## src/rtl/tcsf_pkg.sv

```systemverilog
// shared types and constants of the triggered cubic slew follower
package tcsf_pkg;

  localparam int DATA_W       = 16;
  localparam int STEP_SHIFT   = 6;
  localparam int STEP_DIVISOR = 1 << STEP_SHIFT;
  localparam int MAG_W        = DATA_W;
  localparam int Q_W          = MAG_W - STEP_SHIFT;
  localparam int SQ_W         = 2 * Q_W;
  localparam int CUBE_W       = 3 * Q_W;

  // floor(x / 100) = (x * RECIP_100) >> RECIP_SHIFT, exact for x below 2^32
  localparam int          RECIP_W     = 31;
  localparam logic [30:0] RECIP_100   = 31'd1374389535;
  localparam int          RECIP_SHIFT = 37;
  localparam int          PROD_W      = CUBE_W + RECIP_W;
  localparam int          QUO_W       = CUBE_W - 6;
  localparam int          STEP_W      = QUO_W + 2;
  localparam int          DIST_W      = DATA_W + 1;

  localparam logic signed [DATA_W-1:0] RESET_LEVEL      = -16'sd3200;
  localparam logic signed [DATA_W-1:0] TRIG_LOW_RESET   = -16'sd3200;
  localparam logic signed [DATA_W-1:0] TRIG_HIGH_RESET  = 16'sd3200;

  localparam int CFG_IDX_W = 2;
  typedef enum logic [CFG_IDX_W-1:0] {
    CFG_TRIG_ENABLE = 2'd0,
    CFG_TRIG_LOW    = 2'd1,
    CFG_TRIG_HIGH   = 2'd2
  } cfg_index_t;

  localparam int FIFO_DEPTH = 2;
  localparam int FIFO_AW    = $clog2(FIFO_DEPTH);
  localparam int FIFO_CW    = $clog2(FIFO_DEPTH + 1);

  typedef struct packed {
    logic signed [DATA_W-1:0] target;
    logic [Q_W-1:0]           q;
    logic                     held;
  } entry_t;

  typedef enum logic [1:0] {
    B_IDLE,
    B_CUBE,
    B_DIV,
    B_UPD
  } back_state_t;

endpackage

```

## src/rtl/tcsf_front.sv

```systemverilog
// front end: trigger window registers, window check and step magnitude
module tcsf_front
  import tcsf_pkg::*;
(
  input  logic                     clk,
  input  logic                     rst,
  input  logic                     cfg_valid,
  input  logic [CFG_IDX_W-1:0]     cfg_index,
  input  logic [DATA_W-1:0]        cfg_data,
  input  logic signed [DATA_W-1:0] target_value,
  input  logic signed [DATA_W-1:0] step_value,
  input  logic signed [DATA_W-1:0] trigger_value,
  output entry_t                   entry
);

  logic                     trig_enable;
  logic signed [DATA_W-1:0] trig_low;
  logic signed [DATA_W-1:0] trig_high;
  logic [MAG_W-1:0]         mag;
  logic                     held;

  always_ff @(posedge clk) begin
    if (rst) begin
      trig_enable <= 1'b0;
      trig_low    <= TRIG_LOW_RESET;
      trig_high   <= TRIG_HIGH_RESET;
    end else if (cfg_valid) begin
      case (cfg_index)
        CFG_TRIG_ENABLE: trig_enable <= cfg_data[0];
        CFG_TRIG_LOW:    trig_low    <= signed'(cfg_data);
        CFG_TRIG_HIGH:   trig_high   <= signed'(cfg_data);
        default: ;
      endcase
    end
  end

  always_comb begin
    held = 1'b0;
    if (trig_enable) begin
      if (trig_low <= trig_high) begin
        held = (trigger_value < trig_low) || (trigger_value > trig_high);
      end else begin
        held = (trigger_value < trig_low) && (trigger_value > trig_high);
      end
    end
    // magnitude of the most negative code is still exact as unsigned
    mag = step_value[DATA_W-1] ? MAG_W'(-step_value) : MAG_W'(step_value);
    entry.target = target_value;
    entry.q      = Q_W'(mag >> STEP_SHIFT);
    entry.held   = held;
  end

endmodule

```

## src/rtl/tcsf_fifo.sv

```systemverilog
// short queue of classified items between front and back
module tcsf_fifo
  import tcsf_pkg::*;
(
  input  logic   clk,
  input  logic   rst,
  input  logic   push,
  input  entry_t push_entry,
  output logic   full,
  input  logic   pop,
  output entry_t head,
  output logic   empty
);

  entry_t               mem [FIFO_DEPTH];
  logic [FIFO_AW-1:0]   wr_ptr;
  logic [FIFO_AW-1:0]   rd_ptr;
  logic [FIFO_CW-1:0]   count;

  assign full  = (count == FIFO_CW'(FIFO_DEPTH));
  assign empty = (count == '0);
  assign head  = mem[rd_ptr];

  always_ff @(posedge clk) begin
    if (push) begin
      mem[wr_ptr] <= push_entry;
    end
  end

  always_ff @(posedge clk) begin
    if (rst) begin
      wr_ptr <= '0;
      rd_ptr <= '0;
      count  <= '0;
    end else begin
      if (push) begin
        wr_ptr <= (wr_ptr == FIFO_AW'(FIFO_DEPTH - 1)) ? '0 : wr_ptr + 1'b1;
      end
      if (pop) begin
        rd_ptr <= (rd_ptr == FIFO_AW'(FIFO_DEPTH - 1)) ? '0 : rd_ptr + 1'b1;
      end
      case ({push, pop})
        2'b10:   count <= count + 1'b1;
        2'b01:   count <= count - 1'b1;
        default: ;
      endcase
    end
  end

endmodule

```

## src/rtl/tcsf_back.sv

```systemverilog
// back end: cubic step sequencer, level update and result register
module tcsf_back
  import tcsf_pkg::*;
(
  input  logic                     clk,
  input  logic                     rst,
  input  entry_t                   head,
  input  logic                     empty,
  output logic                     pop,
  output logic                     result_valid,
  input  logic                     result_stall,
  output logic signed [DATA_W-1:0] follower_value,
  output logic                     moved_enabled
);

  back_state_t              state;
  back_state_t              state_next;
  logic signed [DATA_W-1:0] target;
  logic [Q_W-1:0]           q;
  logic                     held;
  logic [SQ_W-1:0]          sq;
  logic [CUBE_W-1:0]        cube;
  logic [QUO_W-1:0]         quo;
  logic signed [DATA_W-1:0] level;
  logic [PROD_W-1:0]        prod;
  logic [STEP_W-1:0]        step;
  logic signed [DIST_W-1:0] diff;
  logic [DIST_W-1:0]        adist;
  logic signed [DATA_W-1:0] level_next;
  logic                     out_free;
  logic                     load;

  assign out_free = !result_valid || !result_stall;
  assign prod     = PROD_W'(cube) * PROD_W'(RECIP_100);
  assign step     = (STEP_W'(quo) << 1) + STEP_W'(quo);

  always_comb begin
    diff  = DIST_W'(target) - DIST_W'(level);
    adist = diff[DIST_W-1] ? DIST_W'(-diff) : DIST_W'(diff);
    level_next = level;
    if (!held) begin
      if (STEP_W'(adist) < step) begin
        level_next = target;
      end else if (diff > 0) begin
        // step is at most the distance here, so no overshoot
        level_next = DATA_W'(DIST_W'(level) + step[DIST_W-1:0]);
      end else if (diff < 0) begin
        level_next = DATA_W'(DIST_W'(level) - step[DIST_W-1:0]);
      end
    end
  end

  always_comb begin
    state_next = state;
    pop        = 1'b0;
    load       = 1'b0;
    case (state)
      B_IDLE: begin
        if (!empty) begin
          pop        = 1'b1;
          state_next = B_CUBE;
        end
      end
      B_CUBE: state_next = B_DIV;
      B_DIV:  state_next = B_UPD;
      B_UPD: begin
        if (out_free) begin
          load       = 1'b1;
          state_next = B_IDLE;
        end
      end
      default: state_next = B_IDLE;
    endcase
  end

  always_ff @(posedge clk) begin
    if (rst) begin
      state <= B_IDLE;
    end else begin
      state <= state_next;
    end
  end

  always_ff @(posedge clk) begin
    if (pop) begin
      target <= head.target;
      q      <= head.q;
      held   <= head.held;
      sq     <= SQ_W'(head.q) * SQ_W'(head.q);
    end
    if (state == B_CUBE) begin
      cube <= CUBE_W'(sq) * CUBE_W'(q);
    end
    if (state == B_DIV) begin
      quo <= prod[RECIP_SHIFT +: QUO_W];
    end
    if (load) begin
      follower_value <= level_next;
      moved_enabled  <= !held;
    end
  end

  always_ff @(posedge clk) begin
    if (rst) begin
      level        <= RESET_LEVEL;
      result_valid <= 1'b0;
    end else begin
      if (load) begin
        level        <= level_next;
        result_valid <= 1'b1;
      end else if (!result_stall) begin
        result_valid <= 1'b0;
      end
    end
  end

endmodule

```

## src/rtl/triggered_cubic_slew_follower.sv

```systemverilog
// top level of the triggered cubic slew follower
//
//  channel  | handshake            | payload
//  ---------+----------------------+-------------------------------------------
//  item     | item_valid/stall     | target_value, step_value, trigger_value
//  result   | result_valid/stall   | follower_value, moved_enabled
//  config   | cfg_valid/ready      | cfg_index, cfg_data
//
// the back end takes an item through square, cube, divide by 100 through
// a reciprocal multiply, then the level update into the result register
// the front accepts a beat whenever the two-entry queue has room, so up to two
// items wait while the back end works or the result is stalled
// synchronous reset clears the queue, the sequencer and the result valid, loads the
// level and the trigger window registers with reset values; cfg_ready is always high
module triggered_cubic_slew_follower
  import tcsf_pkg::*;
(
  input  logic                     clk,
  input  logic                     rst,
  // item channel
  input  logic                     item_valid,
  output logic                     item_stall,
  input  logic signed [DATA_W-1:0] target_value,
  input  logic signed [DATA_W-1:0] step_value,
  input  logic signed [DATA_W-1:0] trigger_value,
  // result channel
  output logic                     result_valid,
  input  logic                     result_stall,
  output logic signed [DATA_W-1:0] follower_value,
  output logic                     moved_enabled,
  // config channel
  input  logic                     cfg_valid,
  output logic                     cfg_ready,
  input  logic [CFG_IDX_W-1:0]     cfg_index,
  input  logic [DATA_W-1:0]        cfg_data
);

  entry_t front_entry;
  entry_t head;
  logic   full;
  logic   empty;
  logic   push;
  logic   pop;

  // register writes never wait
  assign cfg_ready  = 1'b1;
  // queue full is the only thing that holds off an item beat
  assign item_stall = full;
  assign push       = item_valid && !full;

  // window check and step magnitude happen on the way into the queue
  tcsf_front u_front (
    .clk           (clk),
    .rst           (rst),
    .cfg_valid     (cfg_valid && cfg_ready),
    .cfg_index     (cfg_index),
    .cfg_data      (cfg_data),
    .target_value  (target_value),
    .step_value    (step_value),
    .trigger_value (trigger_value),
    .entry         (front_entry)
  );

  tcsf_fifo u_fifo (
    .clk        (clk),
    .rst        (rst),
    .push       (push),
    .push_entry (front_entry),
    .full       (full),
    .pop        (pop),
    .head       (head),
    .empty      (empty)
  );

  // step law and level update; result register parts it from the sink
  tcsf_back u_back (
    .clk            (clk),
    .rst            (rst),
    .head           (head),
    .empty          (empty),
    .pop            (pop),
    .result_valid   (result_valid),
    .result_stall   (result_stall),
    .follower_value (follower_value),
    .moved_enabled  (moved_enabled)
  );

endmodule
```

## config.mk

```make
export PLATFORM = sky130hd
export DESIGN_NAME = triggered_cubic_slew_follower
export DESIGN_NICKNAME = d
export VERILOG_FILES = /design/src/rtl/tcsf_pkg.sv /design/src/rtl/tcsf_front.sv /design/src/rtl/tcsf_fifo.sv /design/src/rtl/tcsf_back.sv /design/src/rtl/triggered_cubic_slew_follower.sv
export SDC_FILE = /design/constraint.sdc
export NUM_CORES = 2
export LEC_CHECK = 0
export ABC_AREA = 0
export ABC_CLOCK_PERIOD_IN_PS = 8800
export BUFFER_PORTS_ARGS = -buffer_cell sky130_fd_sc_hd__clkbuf_2
export CELL_PAD_IN_SITES_DETAIL_PLACEMENT = 1
export CELL_PAD_IN_SITES_GLOBAL_PLACEMENT = 1
export CORE_UTILIZATION = 47
export CTS_CLUSTER_DIAMETER = 50
export DETAILED_ROUTE_END_ITERATION = 6
export PLACE_DENSITY_LB_ADDON = 0.05
export SYNTH_ARGS = -nofsm -noshare
export SYNTH_HDL_FRONTEND = slang
export SYNTH_SLANG_ARGS = --single-unit
export TNS_END_PERCENT = 30
```

## constraint.sdc

```tcl
create_clock -name clk -period 8.8 [get_ports clk]
set_clock_uncertainty 0.05 [all_clocks]
set_input_delay 1.32 -clock clk [delete_from_list [all_inputs] [get_ports clk]]
set_output_delay 1.32 -clock clk [all_outputs]
set_load 0.05 [all_outputs]
```

======== Yosys cells after proc, flatten, opt, wreduce, memory -nomap -nowiden ========
Memory sizes are Yosys's and may differ from the RTL's. A register that Yosys moved wholly into a read port is not among the register bits.
Index checks and enable logic that the tools add are counted.
storage, ports and cells
  register bits ........................... 174
  memories ................................ 1
  memory bits (writable) .................. 54
  logic and storage cells ................. 88
  output and inout bits ................... 20
  latch bits .............................. 0
  input bits .............................. 71
  memory bits (read-only) ................. 0
cells by class
  div/mod/pow operators ................... 0
  $lt $le $gt $ge ......................... 6
  multiplexer cells ....................... 24
  eq/ne operators ......................... 11
  bitwise logic cells ..................... 0
  $mul .................................... 3
  shift operators ......................... 0
  reduce and logical (&&, ||, !) cells .... 16
  $add $sub $neg .......................... 10
memory list
  name        words  width  rd ports  clocked after memory_dff  write ports  RTL line         RTL
  u_fifo.mem  2      27     1         1                         1            tcsf_fifo.sv:15  entry_t mem [FIFO_DEPTH];
operators by type and width
  kind                    count
  $mux 16                 5
  $mul 30x31->61 const B  1
  $mul 20x10->30          1
  $add 25x24->26          1
  $lt 17x26->1            1
  $mul 10x10->20          1
  $gt 17x1->1 const B     1
  $lt 17x1->1 const B     1
  $mux 17                 1
  $neg 17->17             1
  $sub 16x16->17          1
  $add 16x16->16          1
  $gt 16x16->1            1
  $le 16x16->1            1
  $lt 16x16->1            1
  $neg 16->16             1
  $sub 16x16->16          1
  $mux 1                  14
  $eq 2x2->1 const B      5
  $pmux 2 s4              1
  $reduce_and 2->1        4
  $eq 2x1->1 const B      3
  $logic_not 2->1         3
  $logic_not 1->1         4
  other kinds (10)        15

======== Longest topological paths before layout ========
  word-level depth ........................ 6
  depth in mapped cells ................... 27
  gate-level depth less buffers ........... 27

======== Hierarchy ========
Synthesis repeated with hierarchy kept, for this count alone.
unflattened totals
  cell total of the unflattened synthesis .. 3709
  area, all modules ....................... 36511.3 µm²
modules (own cells, without submodules)
  module                         cells each  sequential area each (µm²)  area an instance (µm²)  instances
  tcsf_back                      3255        3863.7                      31681.6                 1
  tcsf_front                     345         660.6                       2656.3                  1
  tcsf_fifo                      106         1721.7                      2148.3                  1
  triggered_cubic_slew_follower  3           0.0                         25.0                    1

======== Worst setup path before layout ========
No wires, ideal clock.
  path type ............................... reg-to-reg
  start point ............................. reg u_back.cube[3]
  end point ............................... reg u_back.quo[23], data pin
  data required time ...................... 8.484 ns
  arrival ................................. 7.732 ns
  setup time .............................. 0.266 ns
  stages on the path, launching flop included .. 23
  setup slack ............................. 0.752 ns
  clock period less this slack ............ 8.048 ns
  buffers on the path ..................... 0
  cells stage by stage .................... edfxtp_1 -> fa_1 -> fa_1 -> fa_1 -> fa_1 -> fa_1 -> fa_1 -> fa_1 -> inv_1 -> fa_1 -> inv_1 -> ha_1 -> a21oi_1 -> o21ai_0 -> a221oi_1 -> o211ai_1 -> a2111oi_0 -> o41ai_1 -> o41a_1 -> a221o_1 -> a221o_1 -> nor4_1 -> a211oi_1
on the way
  longest elaborated chain between the ends .. 1
ends and longest elaborated chain
  item                      RTL line         RTL
  start: declaration        tcsf_back.sv:22  logic [CUBE_W-1:0] cube;
  start signal: assignment  tcsf_back.sv:92  cube <= CUBE_W'(sq) * CUBE_W'(q);
  $mul 30x31->61            tcsf_back.sv:34  assign prod = PROD_W'(cube) * PROD_W'(RECIP_100);
  net u_back.prod[60]       tcsf_back.sv:25  logic [PROD_W-1:0] prod;
  end signal: assignment    tcsf_back.sv:95  quo <= prod[RECIP_SHIFT +: QUO_W];
  end: declaration          tcsf_back.sv:23  logic [QUO_W-1:0] quo;
The timed path passes the listed nets, and every way through them passes these cells.
A chain may end at the register's enable or synchronous reset.

======== Worst setup path after layout ========
Ends and elaborated chain as after synthesis.

==> metrics.md <==
| Metric | Value |
|---|---|
| I/O Buffers | `89` |
| CP most frequent cell | `fa_1` |
| DRC violations left | `0` |
| Worst path slowest cell | `fa_1` |
| Avg Cell Area, Syn | `9.736 sq um` |
| Vias per cell | `5.409` |
| Total die area | `78570 sq um` |
| Area growth syn-to-layout | `9.119%` |
| Netlist cell types | `88` |
| Worst r2r path cells | `26` |
| Initial core utilization | `47.69%` |
| Top_reg_cell synth | `edfxtp_1` |
| Kind of critical path | `reg2reg` |
| FF+latch count, synth | `227` |
| YS warnings | `0` |
| Crit path time final | `8542 ps` |
| Mapped Area | `36400 sq um` |
| Crit-path max cell delay | `520 ps` |
| DR vias | `26484` |
| Row cnt | `101` |
| CP startpoint kind | `flip-flop` |
| ANT cells | `0` |
| Post-CTS Hold Buffers | `0` |
| Wire per inst | `21.55 microns` |
| Ys async rst share | `0%` |
| # fillers | `8681` |
| Count of final hold-check violations | `0` |
| First-pass GRT wire length | `168200 microns` |
| Max_cap viols | `0` |
| Max_slew headroom | `25.26%` |
| DRT iter0 DRCs | `1199` |
| Min-Delay Startpoint | `u_front.trig_high[14]$_SDFFE_PP0P_` |
| RD Place Congestion | `0.9671` |
| Layout cells sized above 1 | `6.699%` |
| Height of the die | `280.3 microns` |
| Endpoint class of the critical path | `flip-flop` |
| Hold WS | `403.1 ps` |
| Final setup margin | `257.7 ps` |
| GRT Util Overall | `27.81%` |
| Post-DP HPWL | `90800 microns` |
| HP Class | `reg2reg` |
| Cells after Synth | `3739` |
| Worst slew pin tran | `1121 ps` |
| Worst slack at placement | `-295.8 ps` |
| Sink Count | `227` |
| Post-route ant nets | `0` |
| Max Slew Vio Count | `0` |
| Critical path arrival | `8800 ps` |
| TritonCTS Buffers | `44` |
| H-tree Lvls | `2` |
| NumNets Final | `5019` |
| WP data required | `9060 ps` |
| CTS Buffer Depth | `3` |
| Crit share post-route | `97.07%` |
| Vias in the first global route | `29923` |
| Worst skew pair latency | `600 ps` |
| Root buf cell | `clkbuf_16` |
| Reg clk slew, reported paths | `60 ps` |
| R2r startpoint | `u_back.cube[3]$_DFFE_PN_` |
| FMAX | `117.1 MHz` |
| R2R setup slack | `260 ps` |
| WL final | `105500 microns` |
| Global-route congestion overflow total | `0` |
| WHS Path Cells | `2` |
| Worst flop-to-flop path endpoint | `u_back.quo[23]$_DFFE_PP_` |
| Run status | `complete, no violations` |
| Core area | `76330 sq um` |
| Hold path endpoint | `u_front.trig_high[14]$_SDFFE_PP0P_` |
| EDFF count, synth | `170` |
| Util after Layout | `52.04%` |
| Ports | `91` |
| Initial antenna violation count | `1` |
| Pin count of the biggest net entering global routing | `48` |
| Pre-antenna DRT Iters | `5` |
| Sequential share of the synthesized area | `17.16%` |
| CTS tree | `yes` |
| # setup viols final | `0` |
| CP max FO | `6` |
| Die W | `280.3 microns` |
cell usage in the layout (no fill, tap or decap), types with 54 or more instances in the layout:
| master | count |
|---|---|
| a21o_1 | 54 |
| a21oi_1 | 146 |
| and2_1 | 90 |
| clkbuf_2 | 89 |
| dfxtp_1 | 57 |
| edfxtp_1 | 170 |
| fa_1 | 514 |
| ha_1 | 602 |
| inv_1 | 850 |
| nand2_1 | 266 |
| nor2_1 | 172 |
| o21ai_0 | 73 |
| xnor2_1 | 93 |
repair_timing:
action | 4_1_cts | 5_1_grt
pin swaps | 0 | 1
buffers inserted | 0 | 9
endpoints found under the setup margin | 6 | 5
gates resized for setup | 3 | 4
cell type report:
class,instances,area [sq um],share of cell area [%]
clock inverters,36,410.4,1.033
flip-flops and latches,227,6246,15.72
multi-input cells,2580,26700,67.23
clock buffers,46,1140,2.870
repair buffers,127,743.2,1.871
inverters,850,3191,8.032
well taps,1030,1289,3.244
worst max-delay path: cells and delay by family, from the launching register on:
family / cells / cell delay (ps)
compound gates: 10 / 2590
buf+inv: 6 / 680
flops: 1 / 430
simple gates: 1 / 320
fa+ha+maj: 9 / 4190
metal layers:
layer	vias to the layer above	track usage (%)	share of wire, %
met2	373	49.01	50
li1	12379	-	-
met3	107	2.298	2.9
met4	0	5.829	1.9
met5	-	0	0
met1	13625	37.20	45
through the flow:
| stage | std cells | instance area, sq um | TNS, ps |
|---|---|---|---|
| 2_1_floorplan | 3742 | 36410 | 0 |
| 3_3_place_gp | 4805 | 38060 | -55.31 |
| 3_5_place_dp | 4805 | 38060 | -847.2 |
| 4_1_cts | 4887 | 39620 | 0 |
| 5_1_grt | 4896 | 39720 | -11.22 |
| 6_report | 4896 | 39720 | 0 |
cell usage after synthesis (all sizes together), types with 25 or more instances:
cell	count	area share (%)
inv	850	8.8
ha	602	21
fa	516	28
nand2	266	2.7
nor2	174	1.8
edfxtp	170	14
a21oi	146	2.0
xnor2	93	2.2
and2	91	1.6
o21ai	76	1.0
clkbuf	74	0.76
dfxtp	57	3.1
a21o	54	1.1
nor3	49	0.67
nand3	37	0.51
o21a	34	0.70
nor2b	30	0.52
mux2i	28	0.77
a211oi	25	0.53
xor2	25	0.60
registers in the layout (all words and copies together), names as in the netlist, named ones only:
signal	flops
u_fifo.count	2
u_front.trig_enable	1
u_back.state	2
u_back.moved_enabled	1
u_back.follower_value	16
u_fifo.wr_ptr	1
u_back.quo	24
u_front.trig_low	16
u_back.sq	19
u_back.target	16
u_back.level	16
u_back.cube	30
u_fifo.rd_ptr	1
u_back.q	9
u_back.held	1
u_front.trig_high	16
u_fifo.mem	54
u_back.result_valid	1
kinds of logic (layout without fill, tap and decap cells):
logic type      Yosys count  count (layout)  synth area share, %
fa+ha+maj              1118            1118                49.07
buf+inv                 935            1059                9.686
simple gates            774             774                10.28
compound gates          516             516                9.531
flops                   227             227                17.16
xor+xnor                118             118                2.839
mux                      49              49                1.420
other cells               2               5              0.02063
how the worst max path moves through the flow:
stage | startpoint | endpoint | slack [ps] | cells past startpoint
after floorplan | u_back.cube[3]$_DFFE_PN_ | u_back.quo[23]$_DFFE_PP_ | 750 | 22
after global placement | u_back.cube[13]$_DFFE_PN_ | u_back.quo[23]$_DFFE_PP_ | -60 | 26
after detailed placement | u_back.cube[13]$_DFFE_PN_ | u_back.quo[23]$_DFFE_PP_ | -300 | 26
after CTS | u_back.cube[13]$_DFFE_PN_ | u_back.quo[23]$_DFFE_PP_ | 90 | 26
after global routing | u_back.cube[3]$_DFFE_PN_ | u_back.quo[23]$_DFFE_PP_ | -10 | 26
final | u_back.cube[3]$_DFFE_PN_ | u_back.quo[23]$_DFFE_PP_ | 260 | 26
Power is not shown: default switching activity piles up to over one toggle a cycle in this logic, so the estimate is an artifact.
